File: config.mk
export PLATFORM = sky130hd
export DESIGN_NAME = chunked_image_xor_descrambler_unit
export DESIGN_NICKNAME = d
export VERILOG_FILES = /design/src/rtl/cixd_pkg.sv /design/src/rtl/cixd_step.sv /design/src/rtl/chunked_image_xor_descrambler_unit.sv
export SDC_FILE = /design/constraint.sdc
export NUM_CORES = 1
export LEC_CHECK = 0
export ABC_AREA = 1
export BUFFER_PORTS_ARGS = -buffer_cell sky130_fd_sc_hd__buf_4
export CORE_UTILIZATION = 55
export DETAILED_ROUTE_END_ITERATION = 12
export GPL_TIMING_DRIVEN = 0
export PLACE_DENSITY_LB_ADDON = 0.08
export SLEW_MARGIN = 20
export SYNTH_ARGS = -nofsm -noshare
export SYNTH_HDL_FRONTEND = slang
export SYNTH_SLANG_ARGS = --single-unit
File: constraint.sdc
create_clock -name clock -period 5.81 [get_ports clock]
set_clock_uncertainty 0.15 [all_clocks]
set_input_delay 1.4525 -clock clock [delete_from_list [all_inputs] [get_ports clock]]
set_output_delay 1.4525 -clock clock [all_outputs]
set_load 0.02 [all_outputs]
File: src/rtl/cixd_pkg.sv
// Package: constants, status codes and signature table for the chunked image descrambler.
`default_nettype none
package cixd_pkg;

   localparam logic [31:0] TAG_END     = 32'h2046_4F45;
   localparam logic [31:0] TAG_PAGE    = 32'h4750_5043;
   localparam int          CHUNK_START = 69;
   localparam int          HEADER_LEN  = 10;
   localparam int          MASK_OFFSET = 16;
   localparam int          SIG_LEN     = 11;

   localparam int HC_W   = 7;
   localparam int OFF_W  = 33;
   localparam int TAG_W  = 32;
   localparam int BYTE_W = 8;

   typedef enum logic [2:0] {
      STATUS_SCAN    = 3'd0,
      STATUS_BAD_SIG = 3'd1,
      STATUS_BAD_VER = 3'd2,
      STATUS_END     = 3'd3,
      STATUS_NO_END  = 3'd4
   } status_type;

   function automatic logic [7:0] sig_byte(input logic [3:0] idx);
      logic [7:0] val;
      case (idx)
         4'd0:    val = 8'h54;
         4'd1:    val = 8'h33;
         4'd2:    val = 8'h2D;
         4'd3:    val = 8'h69;
         4'd4:    val = 8'h6D;
         4'd5:    val = 8'h61;
         4'd6:    val = 8'h67;
         4'd7:    val = 8'h65;
         4'd8:    val = 8'h0D;
         4'd9:    val = 8'h0A;
         4'd10:   val = 8'h1A;
         default: val = 8'h00;
      endcase
      return val;
   endfunction

endpackage
`default_nettype wire

File: src/rtl/cixd_step.sv
// Per-byte parse state and descramble logic, one byte per enabled cycle.
`default_nettype none
module cixd_step (
   input  wire logic                            clock,
   input  wire logic                            reset,
   input  wire logic                            step,
   input  wire logic [cixd_pkg::BYTE_W-1:0]     data_in,
   input  wire logic                            last_in,
   output logic      [cixd_pkg::BYTE_W-1:0]     data_out,
   output cixd_pkg::status_type                 status
);

   localparam int HC_W  = cixd_pkg::HC_W;
   localparam int OFF_W = cixd_pkg::OFF_W;
   localparam int TAG_W = cixd_pkg::TAG_W;

   localparam logic [HC_W-1:0]  HC_START = HC_W'(cixd_pkg::CHUNK_START);
   localparam logic [HC_W-1:0]  HC_SIG   = HC_W'(cixd_pkg::SIG_LEN);
   localparam logic [HC_W-1:0]  HC_VERHI = HC_W'(cixd_pkg::SIG_LEN + 1);
   localparam logic [OFF_W-1:0] OFF_HLAST = OFF_W'(cixd_pkg::HEADER_LEN - 1);
   localparam logic [OFF_W-1:0] OFF_MASK  = OFF_W'(cixd_pkg::MASK_OFFSET);
   localparam logic [OFF_W-1:0] OFF_HLEN  = OFF_W'(cixd_pkg::HEADER_LEN);

   logic [HC_W-1:0]       header_count_ff, header_count_in;
   logic [7:0]            version_low_ff, version_low_in;
   logic [OFF_W-1:0]      chunk_offset_ff, chunk_offset_in;
   logic [TAG_W-1:0]      chunk_tag_ff, chunk_tag_in;
   logic [OFF_W-1:0]      chunk_size_ff, chunk_size_in;
   logic [7:0]            xor_mask_ff, xor_mask_in;
   cixd_pkg::status_type  outcome_ff, outcome_in;

   logic [OFF_W-1:0]      off_next;
   logic                  page_hit;

   always_comb begin
      header_count_in = header_count_ff;
      version_low_in  = version_low_ff;
      chunk_offset_in = chunk_offset_ff;
      chunk_tag_in    = chunk_tag_ff;
      chunk_size_in   = chunk_size_ff;
      xor_mask_in     = xor_mask_ff;
      outcome_in      = outcome_ff;
      data_out        = data_in;
      off_next        = chunk_offset_ff + OFF_W'(1);
      page_hit        = 1'b0;

      if (outcome_ff == cixd_pkg::STATUS_SCAN) begin
         if (header_count_ff < HC_START) begin
            if (header_count_ff < HC_SIG) begin
               if (data_in != cixd_pkg::sig_byte(header_count_ff[3:0]) || last_in) begin
                  outcome_in = cixd_pkg::STATUS_BAD_SIG;
               end
            end else if (header_count_ff == HC_SIG) begin
               version_low_in = data_in;
               if (last_in) begin
                  outcome_in = (data_in == 8'd1) ? cixd_pkg::STATUS_NO_END
                                                 : cixd_pkg::STATUS_BAD_VER;
               end
            end else if (header_count_ff == HC_VERHI) begin
               if (!(version_low_ff == 8'd1 && data_in == 8'd0)) begin
                  outcome_in = cixd_pkg::STATUS_BAD_VER;
               end
            end
            header_count_in = header_count_ff + HC_W'(1);
         end else begin
            if (chunk_offset_ff == '0) begin
               chunk_tag_in  = {24'd0, data_in};
               chunk_size_in = '0;
            end else if (chunk_offset_ff < OFF_W'(4)) begin
               case (chunk_offset_ff[1:0])
                  2'd1:    chunk_tag_in[15:8]  = data_in;
                  2'd2:    chunk_tag_in[23:16] = data_in;
                  2'd3:    chunk_tag_in[31:24] = data_in;
                  default: chunk_tag_in        = chunk_tag_ff;
               endcase
            end else if (chunk_offset_ff < OFF_W'(8)) begin
               case (chunk_offset_ff[1:0])
                  2'd0:    chunk_size_in[7:0]   = data_in;
                  2'd1:    chunk_size_in[15:8]  = data_in;
                  2'd2:    chunk_size_in[23:16] = data_in;
                  default: chunk_size_in = {1'b0, data_in, chunk_size_ff[23:0]} + OFF_HLEN;
               endcase
            end

            if (chunk_offset_ff == OFF_HLAST && chunk_tag_in == cixd_pkg::TAG_END) begin
               outcome_in = cixd_pkg::STATUS_END;
            end else begin
               page_hit = chunk_tag_in == cixd_pkg::TAG_PAGE &&
                          chunk_offset_ff >= OFF_MASK && chunk_offset_ff < chunk_size_in;
               if (page_hit) begin
                  if (chunk_offset_ff == OFF_MASK) begin
                     xor_mask_in = data_in;
                     data_out    = 8'd0;
                  end else begin
                     data_out = data_in ^ xor_mask_ff;
                  end
               end
               if (chunk_offset_ff >= OFF_HLAST && off_next >= chunk_size_in) begin
                  chunk_offset_in = '0;
               end else begin
                  chunk_offset_in = off_next;
               end
            end
         end
         if (last_in && outcome_in == cixd_pkg::STATUS_SCAN) begin
            outcome_in = cixd_pkg::STATUS_NO_END;
         end
      end
      status = outcome_in;
   end

   always_ff @(posedge clock) begin
      if (reset || (step && last_in)) begin
         header_count_ff <= '0;
         version_low_ff  <= '0;
         chunk_offset_ff <= '0;
         chunk_tag_ff    <= '0;
         chunk_size_ff   <= '0;
         xor_mask_ff     <= '0;
         outcome_ff      <= cixd_pkg::STATUS_SCAN;
      end else if (step) begin
         header_count_ff <= header_count_in;
         version_low_ff  <= version_low_in;
         chunk_offset_ff <= chunk_offset_in;
         chunk_tag_ff    <= chunk_tag_in;
         chunk_size_ff   <= chunk_size_in;
         xor_mask_ff     <= xor_mask_in;
         outcome_ff      <= outcome_in;
      end
   end

   a_hc_bound: assert property (@(posedge clock) disable iff (reset)
      header_count_ff <= HC_START)
      else $error("header count past chunk start");

   a_done_pass: assert property (@(posedge clock) disable iff (reset)
      step && outcome_ff != cixd_pkg::STATUS_SCAN |-> data_out == data_in)
      else $error("byte altered after processing stopped");

   a_outcome_hold: assert property (@(posedge clock) disable iff (reset)
      step && !last_in && outcome_ff != cixd_pkg::STATUS_SCAN |=> $stable(outcome_ff))
      else $error("final outcome changed before end of file");

endmodule
`default_nettype wire

File: src/rtl/chunked_image_xor_descrambler_unit.sv
// Top level: input register, descramble step and result register with valid/stall handshake.
// An accepted byte goes from the input register through the step to the result register.
// Throughput: one byte per cycle absent rsp_stall; cixd_step state advances once per byte.
// A full result register that is stalled holds the input register, then stalls req.
// Reset (synchronous, active high) empties both registers and clears all parse state.
// The last byte of a file returns the parse state to reset for the next file.
`default_nettype none
module chunked_image_xor_descrambler_unit (
   input  wire logic                         clock,
   input  wire logic                         reset,
   input  wire logic                         req_valid,
   output logic                              req_stall,
   input  wire logic [cixd_pkg::BYTE_W-1:0]  req_data_in,
   input  wire logic                         req_last_in,
   output logic                              rsp_valid,
   input  wire logic                         rsp_stall,
   output logic      [cixd_pkg::BYTE_W-1:0]  rsp_data_out,
   output logic                              rsp_last_out,
   output logic      [2:0]                   rsp_status
);

   logic                           in_valid_ff;
   logic [cixd_pkg::BYTE_W-1:0]    in_data_ff;
   logic                           in_last_ff;
   logic                           out_valid_ff;
   logic [cixd_pkg::BYTE_W-1:0]    out_data_ff;
   logic                           out_last_ff;
   cixd_pkg::status_type           out_status_ff;

   logic                           out_free;
   logic                           advance;
   logic                           req_take;
   logic [cixd_pkg::BYTE_W-1:0]    step_data;
   cixd_pkg::status_type           step_status;

   assign out_free  = !out_valid_ff || !rsp_stall;
   assign advance   = in_valid_ff && out_free;
   assign req_stall = in_valid_ff && !out_free;
   assign req_take  = req_valid && !req_stall;

   cixd_step u_step (
      .clock    (clock),
      .reset    (reset),
      .step     (advance),
      .data_in  (in_data_ff),
      .last_in  (in_last_ff),
      .data_out (step_data),
      .status   (step_status)
   );

   always_ff @(posedge clock) begin
      if (reset) begin
         in_valid_ff <= 1'b0;
      end else if (req_take) begin
         in_valid_ff <= 1'b1;
      end else if (advance) begin
         in_valid_ff <= 1'b0;
      end
   end

   always_ff @(posedge clock) begin
      if (req_take) begin
         in_data_ff <= req_data_in;
         in_last_ff <= req_last_in;
      end
   end

   always_ff @(posedge clock) begin
      if (reset) begin
         out_valid_ff <= 1'b0;
      end else if (advance) begin
         out_valid_ff <= 1'b1;
      end else if (!rsp_stall) begin
         out_valid_ff <= 1'b0;
      end
   end

   always_ff @(posedge clock) begin
      if (advance) begin
         out_data_ff   <= step_data;
         out_last_ff   <= in_last_ff;
         out_status_ff <= step_status;
      end
   end

   assign rsp_valid    = out_valid_ff;
   assign rsp_data_out = out_data_ff;
   assign rsp_last_out = out_last_ff;
   assign rsp_status   = out_status_ff;

   a_advance_fills: assert property (@(posedge clock) disable iff (reset)
      advance |=> out_valid_ff)
      else $error("stepped byte did not reach result register");

   a_stall_cause: assert property (@(posedge clock) disable iff (reset)
      req_stall |-> in_valid_ff && out_valid_ff && rsp_stall)
      else $error("input stalled without a blocked result");

   a_last_status: assert property (@(posedge clock) disable iff (reset)
      out_valid_ff && out_last_ff |-> out_status_ff != cixd_pkg::STATUS_SCAN)
      else $error("last byte reported still scanning");

   a_status_range: assert property (@(posedge clock) disable iff (reset)
      out_valid_ff |-> rsp_status <= 3'(cixd_pkg::STATUS_NO_END))
      else $error("status code out of range");

endmodule
`default_nettype wire
---- Yosys cells after proc, flatten, opt, wreduce, memory -nomap -nowiden ----
Memory sizes are Yosys's and may differ from the RTL's. A register that Yosys moved wholly into a read port is not among the register bits.
Cells that the tools add are included.
storage, ports and cells
  register bits ........................... 147
  ROM bits ................................ 112
  input bits .............................. 13
  output and inout bits ................... 14
  memories ................................ 1
cells by class
  add/subtract/negate cells ............... 3
  $lt $le $gt $ge ......................... 8
  equal/unequal tests ..................... 13
  muxes and demuxes ....................... 43
  bitwise operators ....................... 4
  reductions and logical operators ........ 32
memory list
  name             depth  width  rd ports  clocked after memory_dff  wr ports  line            source
  (no name shown)  16     7      1         1                         0         cixd_pkg.sv:27  case (idx)
operators by type and width
  operator               count
  $mux 33                6
  $mux 32                4
  $mux 8                 11
  $pmux 8 s2             3
  $mux 3                 12
  $add 32x4->33 const B  1
  $add 33x1->33 const B  1
  $eq 33x4->1 const B    1
  $eq 33x5->1 const B    1
  $ge 33x33->1           1
  $ge 33x4->1 const B    1
  $ge 33x5->1 const B    1
  $logic_not 33->1       1
  $lt 33x3->1 const B    1
  $lt 33x33->1           1
  $lt 33x4->1 const B    1
  $eq 32x30->1 const B   1
  $eq 32x31->1 const B   1
  $eq 8x1->1 const B     2
  $eq 7x4->1 const B     2
  $logic_and 1x1->1      10
  $mux 9                 1
  $logic_not 8->1        1
  $mux 4                 2
  other kinds (21)       36

---- Longest topological paths before layout ----
  depth after elaboration ................. 15
  depth in mapped cells ................... 32

---- Cells and area by module ----
Synthesis repeated with hierarchy kept, for this count alone.
second synthesis, totals
  cell total of the unflattened synthesis .. 1696
  area, all modules ....................... 11287.1 µm²
by module, submodules not included
  module                              instances  cells an instance  area each (µm²)  sequential area each (µm²)
  cixd_step                           1          1663               10565.1          2622.5
  chunked_image_xor_descrambler_unit  1          33                 721.9            670.6

---- Least setup slack after synthesis ----
No wires, ideal clock.
  kind .................................... input to register
  start point ............................. input rsp_stall
  end point ............................... register (tool-made name)
  library setup time ...................... 0.125 ns
  data arrival time ....................... 4.040 ns
  path slack .............................. 1.495 ns
  stages .................................. 14
  path buffers ............................ 0
  cells stage by stage .................... nand2_1 > inv_1 > nor2_1 > inv_1 > nor2_1 > inv_1 > nor2_1 > nor2_1 > nor3_1 > inv_1 > ha_1 > or2_2 > o211ai_1 > o31ai_1
RTL lines
  item             line                                      source
  start, declared  chunked_image_xor_descrambler_unit.sv:16  input wire logic rsp_stall,

---- Worst setup path in the final report ----
  start point ............................. register u_step.chunk_offset_ff[1]
  end point ............................... register u_step.chunk_offset_ff[3]
on the way
  longest elaborated chain between the ends .. 11
  elaborated cells between the ends (all ways) .. 37
ends and longest elaborated chain
  item                                                  line              source
  start, declared                                       cixd_step.sv:26   logic [OFF_W-1:0] chunk_offset_ff, chunk_offset_in;
  start signal, assigned                                cixd_step.sv:124  chunk_offset_ff <= chunk_offset_in;
  branches (longest 11 deep; another with $lt 33x4->1)  -
Parallel ways; which one is timed is not known. The select of a mux whose other input is x is not followed.
A chain may end at the register's enable or synchronous reset.

==> flow_summary.json <==
{
  "outcome": "complete, no violations",
  "synthArstFlopShare_pct": 0,
  "num_vias": 11900,
  "cp_num_buf_inv": 5,
  "worstSetupPathType": "reg -> reg",
  "slew_violations": 0,
  "core-area_um2": 20200,
  "synthCells": 1713,
  "setup_violations": 0,
  "r2r_end": "u_step.chunk_offset_ff[3]$_SDFFE_PP0P_",
  "clk_latency_ns": 0.44,
  "worst_slack_ns": 0.396,
  "layout_common_cells": "nand2_1, inv_1, a21oi_1, o21ai_0, nor2_1",
  "hp-class": "reg -> reg",
  "ys_ff_latch": 154,
  "die_w_um": 146,
  "ctsLongestPathBuffers": 2,
  "final_nets": 1852,
  "place_inst": 2009,
  "wl_per_cell_um": 18.3,
  "routed_wl_um": 37300,
  "seq_area_um2": 3290,
  "dp_hpwl_um": 28500,
  "cts-root-buf": "clkbuf_16",
  "grt_overflow_total": 0,
  "rsz0062_at_grt": "false",
  "clk_pin_slew_ns": 0.07,
  "htreeDepth": 4,
  "cap_violations": 0,
  "drc_errors": 0,
  "portBuffers": 26,
  "initial_utilization_pct": 56.0,
  "ys_seq_area_share_pct": 29.1,
  "start_kind": "flop",
  "r2r-start": "u_step.chunk_offset_ff[1]$_SDFFE_PP0P_",
  "vias_per_cell": 5.82,
  "max_slew_margin_pct": 39.5,
  "die-area_um2": 21200,
  "cp_cell_sequence": "ha_1 > inv_2 > clkbuf_1 > nor3_2 > nand3_1 > nor2_1 > nand4_1 > nor4_2 > nand3_1 > nor2_1 > nand3_1 > xor2_1 > inv_1 > ha_1 > nand2_1 > nor3_1 > and3_1 > a221o_1 > inv_1 > nand2_1 > a21oi_4 > buf_2 > nand2_1 > a21oi_1",
  "antenna_cells": 0,
  "post_route_cells_drive_above_1_share_pct": 8.07,
  "p_leak_nw": 5.37,
  "finalCritPeriodShare_pct": 93.2,
  "pre_cts_slack_ns": -0.224,
  "fmaxAchievable_mhz": 185,
  "grt_max_degree": 17,
  "fp.dieH_um": 146,
  "grt_pass1_vias": 10900,
  "critPathCaptureType": "flop",
  "r2r_slack_ns": 0.40,
  "hold_viol_final": 0,
  "grt_usage_pct": 35.6,
  "syn_to_final_growth_pct": 10.8,
  "vdd_ir_drop_max_mv": 0.198,
  "synth_top_flop_cell": "dfxtp_1",
  "drt-pass1-iter-count": 6,
  "ios": 27,
  "multi_input_area_um2": 6940,
  "slowest_stage": "dfxtp_1",
  "crit_required_ns": 6.02,
  "grt_pass1_wl_um": 58800,
  "endpoint": "u_step.chunk_offset_ff[3]$_SDFFE_PP0P_",
  "ant_nets": 0,
  "clock-sinks": 154,
  "synth_edf_count": 21,
  "worstPathMaxFanout": 10,
  "dr.first_iter.drc_count": 1047,
  "startpoint": "u_step.chunk_offset_ff[1]$_SDFFE_PP0P_",
  "crit_cells": 24,
  "nFillCells": 1989,
  "power_mw": 2.41,
  "cts_tree": "yes",
  "stdcell_count": 2043,
  "synth.distinct_cells": 61,
  "power_density_nw_per_um2": 192,
  "path_delay_family": "simple AND/OR/NAND/NOR gates",
  "layout_commonest_cell": "nand2_1",
  "rr_worst_depth": 24,
  "gp_congestion": 1.04,
  "antenna_found_initial": 0,
  "synth_area_um2": 11300,
  "min_period_ns": 5.41,
  "row_count": 52,
  "avgSynthCellArea_um2": 6.61,
  "critical-path-max-stage-delay_ns": 0.43,
  "yosysWarnings": 0,
  "tightest_slew_ns": 0.908,
  "critical_path_arrival_ns": 5.62,
  "syn-num-nets": 1805,
  "cts_buffers": 17
}
kinds of logic after synthesis:
logic type	share of synthesized area (%)
buffers and inverters	10.1
DFF	29.1
xor gates and xnor gates	3.02
AOI/OAI and AO/OA	20.4
adders and majority gates	8.73
and+or+nand+nor	28.7
synthesized netlist by cell type (2+ instances only):
library cell | instances | share of area, %
nor4_1 | 14 | 0.77
xnor2_1 | 2 | 0.15
edfxtp_1 | 21 | 5.6
a21boi_0 | 2 | 0.13
inv_1 | 202 | 6.7
o31ai_1 | 2 | 0.13
nand2_2 | 5 | 0.28
nor3_1 | 36 | 1.6
o22ai_1 | 17 | 0.94
nor2_4 | 3 | 0.30
nand3_1 | 86 | 3.8
buf_2 | 11 | 0.49
a221oi_1 | 2 | 0.15
nor4_2 | 2 | 0.22
o21bai_1 | 3 | 0.20
o311ai_0 | 2 | 0.15
and2_1 | 2 | 0.11
nor3_2 | 6 | 0.53
a211oi_1 | 2 | 0.13
nand2_1 | 382 | 13
o21ai_2 | 4 | 0.31
inv_2 | 9 | 0.30
dfxtp_1 | 133 | 24
nor2_2 | 9 | 0.50
xor2_1 | 37 | 2.9
nand3_2 | 3 | 0.27
o211ai_1 | 29 | 1.9
o21a_1 | 4 | 0.27
a21o_1 | 2 | 0.13
clkinv_1 | 4 | 0.13
a31oi_1 | 5 | 0.28
or4_1 | 2 | 0.13
a21oi_1 | 173 | 7.6
buf_6 | 7 | 0.70
nand4_1 | 36 | 2.0
ha_1 | 79 | 8.7
o21ai_0 | 157 | 6.9
clkbuf_1 | 45 | 1.5
o21ai_1 | 4 | 0.18
nor2_1 | 144 | 4.8
buf_1 | 5 | 0.17
layer usage:
layer  share of wire, %  global-route usage (%)  vias to the layer above
met5                  0                       0                        -
met4                3.8                    16.0                        0
met3                8.8                    6.30                       88
met2                 43                    54.2                      490
met1                 44                    49.3                     5472
li1                   -                       -                     5847
report_power, final:
part	leakage [nW]	internal [mW]	switching, mW	total, mW
combinational	3.80	0.0360	0.0916	0.128
clock	0.299	0.646	0.524	1.17
sequential	1.27	1.09	0.0125	1.11
total	5.37	1.78	0.628	2.41
worst min-delay path by stage:
| stage | start | end | slack, ns | depth (start not counted) |
|---|---|---|---|---|
| 6_report | u_step.chunk_tag_ff[14]$_SDFFE_PP0P_ | u_step.chunk_tag_ff[14]$_SDFFE_PP0P_ | 0.32 | 2 |
| 5_1_grt | u_step.chunk_tag_ff[14]$_SDFFE_PP0P_ | u_step.chunk_tag_ff[14]$_SDFFE_PP0P_ | 0.35 | 2 |
| 3_3_place_gp | u_step.chunk_tag_ff[15]$_SDFFE_PP0P_ | u_step.chunk_tag_ff[15]$_SDFFE_PP0P_ | 0.31 | 2 |
| 4_1_cts | u_step.chunk_tag_ff[15]$_SDFFE_PP0P_ | u_step.chunk_tag_ff[15]$_SDFFE_PP0P_ | 0.33 | 2 |
| 2_1_floorplan | u_step.chunk_tag_ff[14]$_SDFFE_PP0P_ | u_step.chunk_tag_ff[14]$_SDFFE_PP0P_ | 0.30 | 2 |
| 3_5_place_dp | u_step.chunk_tag_ff[15]$_SDFFE_PP0P_ | u_step.chunk_tag_ff[15]$_SDFFE_PP0P_ | 0.31 | 2 |
stage by stage:
stage | TNS [ns] | instance area (um2) | hold slack, ns | utilization [%]
2_1_floorplan | 0 | 11300 | 0.295 | -
3_3_place_gp | -1.40 | 11900 | 0.305 | 58.6
3_5_place_dp | -1.69 | 11900 | 0.315 | 58.6
4_1_cts | 0 | 12500 | 0.325 | 61.7
5_1_grt | 0 | 12600 | 0.347 | 62.0
6_report | 0 | 12600 | 0.322 | 62.0
registers in the layout, indices dropped and copies added (netlist names), named ones only:
register                count
in_data_ff                  8
in_last_ff                  1
in_valid_ff                 1
rsp_data_out                8
rsp_last_out                1
rsp_status                  3
rsp_valid                   1
u_step.chunk_offset_ff     33
u_step.chunk_size_ff       33
u_step.chunk_tag_ff        32
u_step.header_count_ff      7
u_step.outcome_ff           3
u_step.version_low_ff       8
u_step.xor_mask_ff          8
worst min-delay path: stages (launching register included):
cell and delay, ns:
dfxtp_1 0.31, nand2_1 0.06, a21oi_1 0.06
timing repair:
| item | 4_1_cts | 5_1_grt |
|---|---|---|
| resized for setup | 2 | 16 |
| pin swaps | 0 | 1 |
| buffers inserted | 0 | 2 |
| endpoints found under the setup margin | 10 | 46 |
| hold buffers | 0 | 0 |
area by class of cell:
type	instances	share of cell area (%)
plain buffers	70	2.70
clock buffers	19	3.70
clock inverters	13	1.17
inverters	215	6.43
multi-input cells	1274	55.3
flip-flops and latches	154	26.2
well taps	270	2.69
repair buffers	28	1.77
No activity file was read; power rests on OpenSTA's default activity.
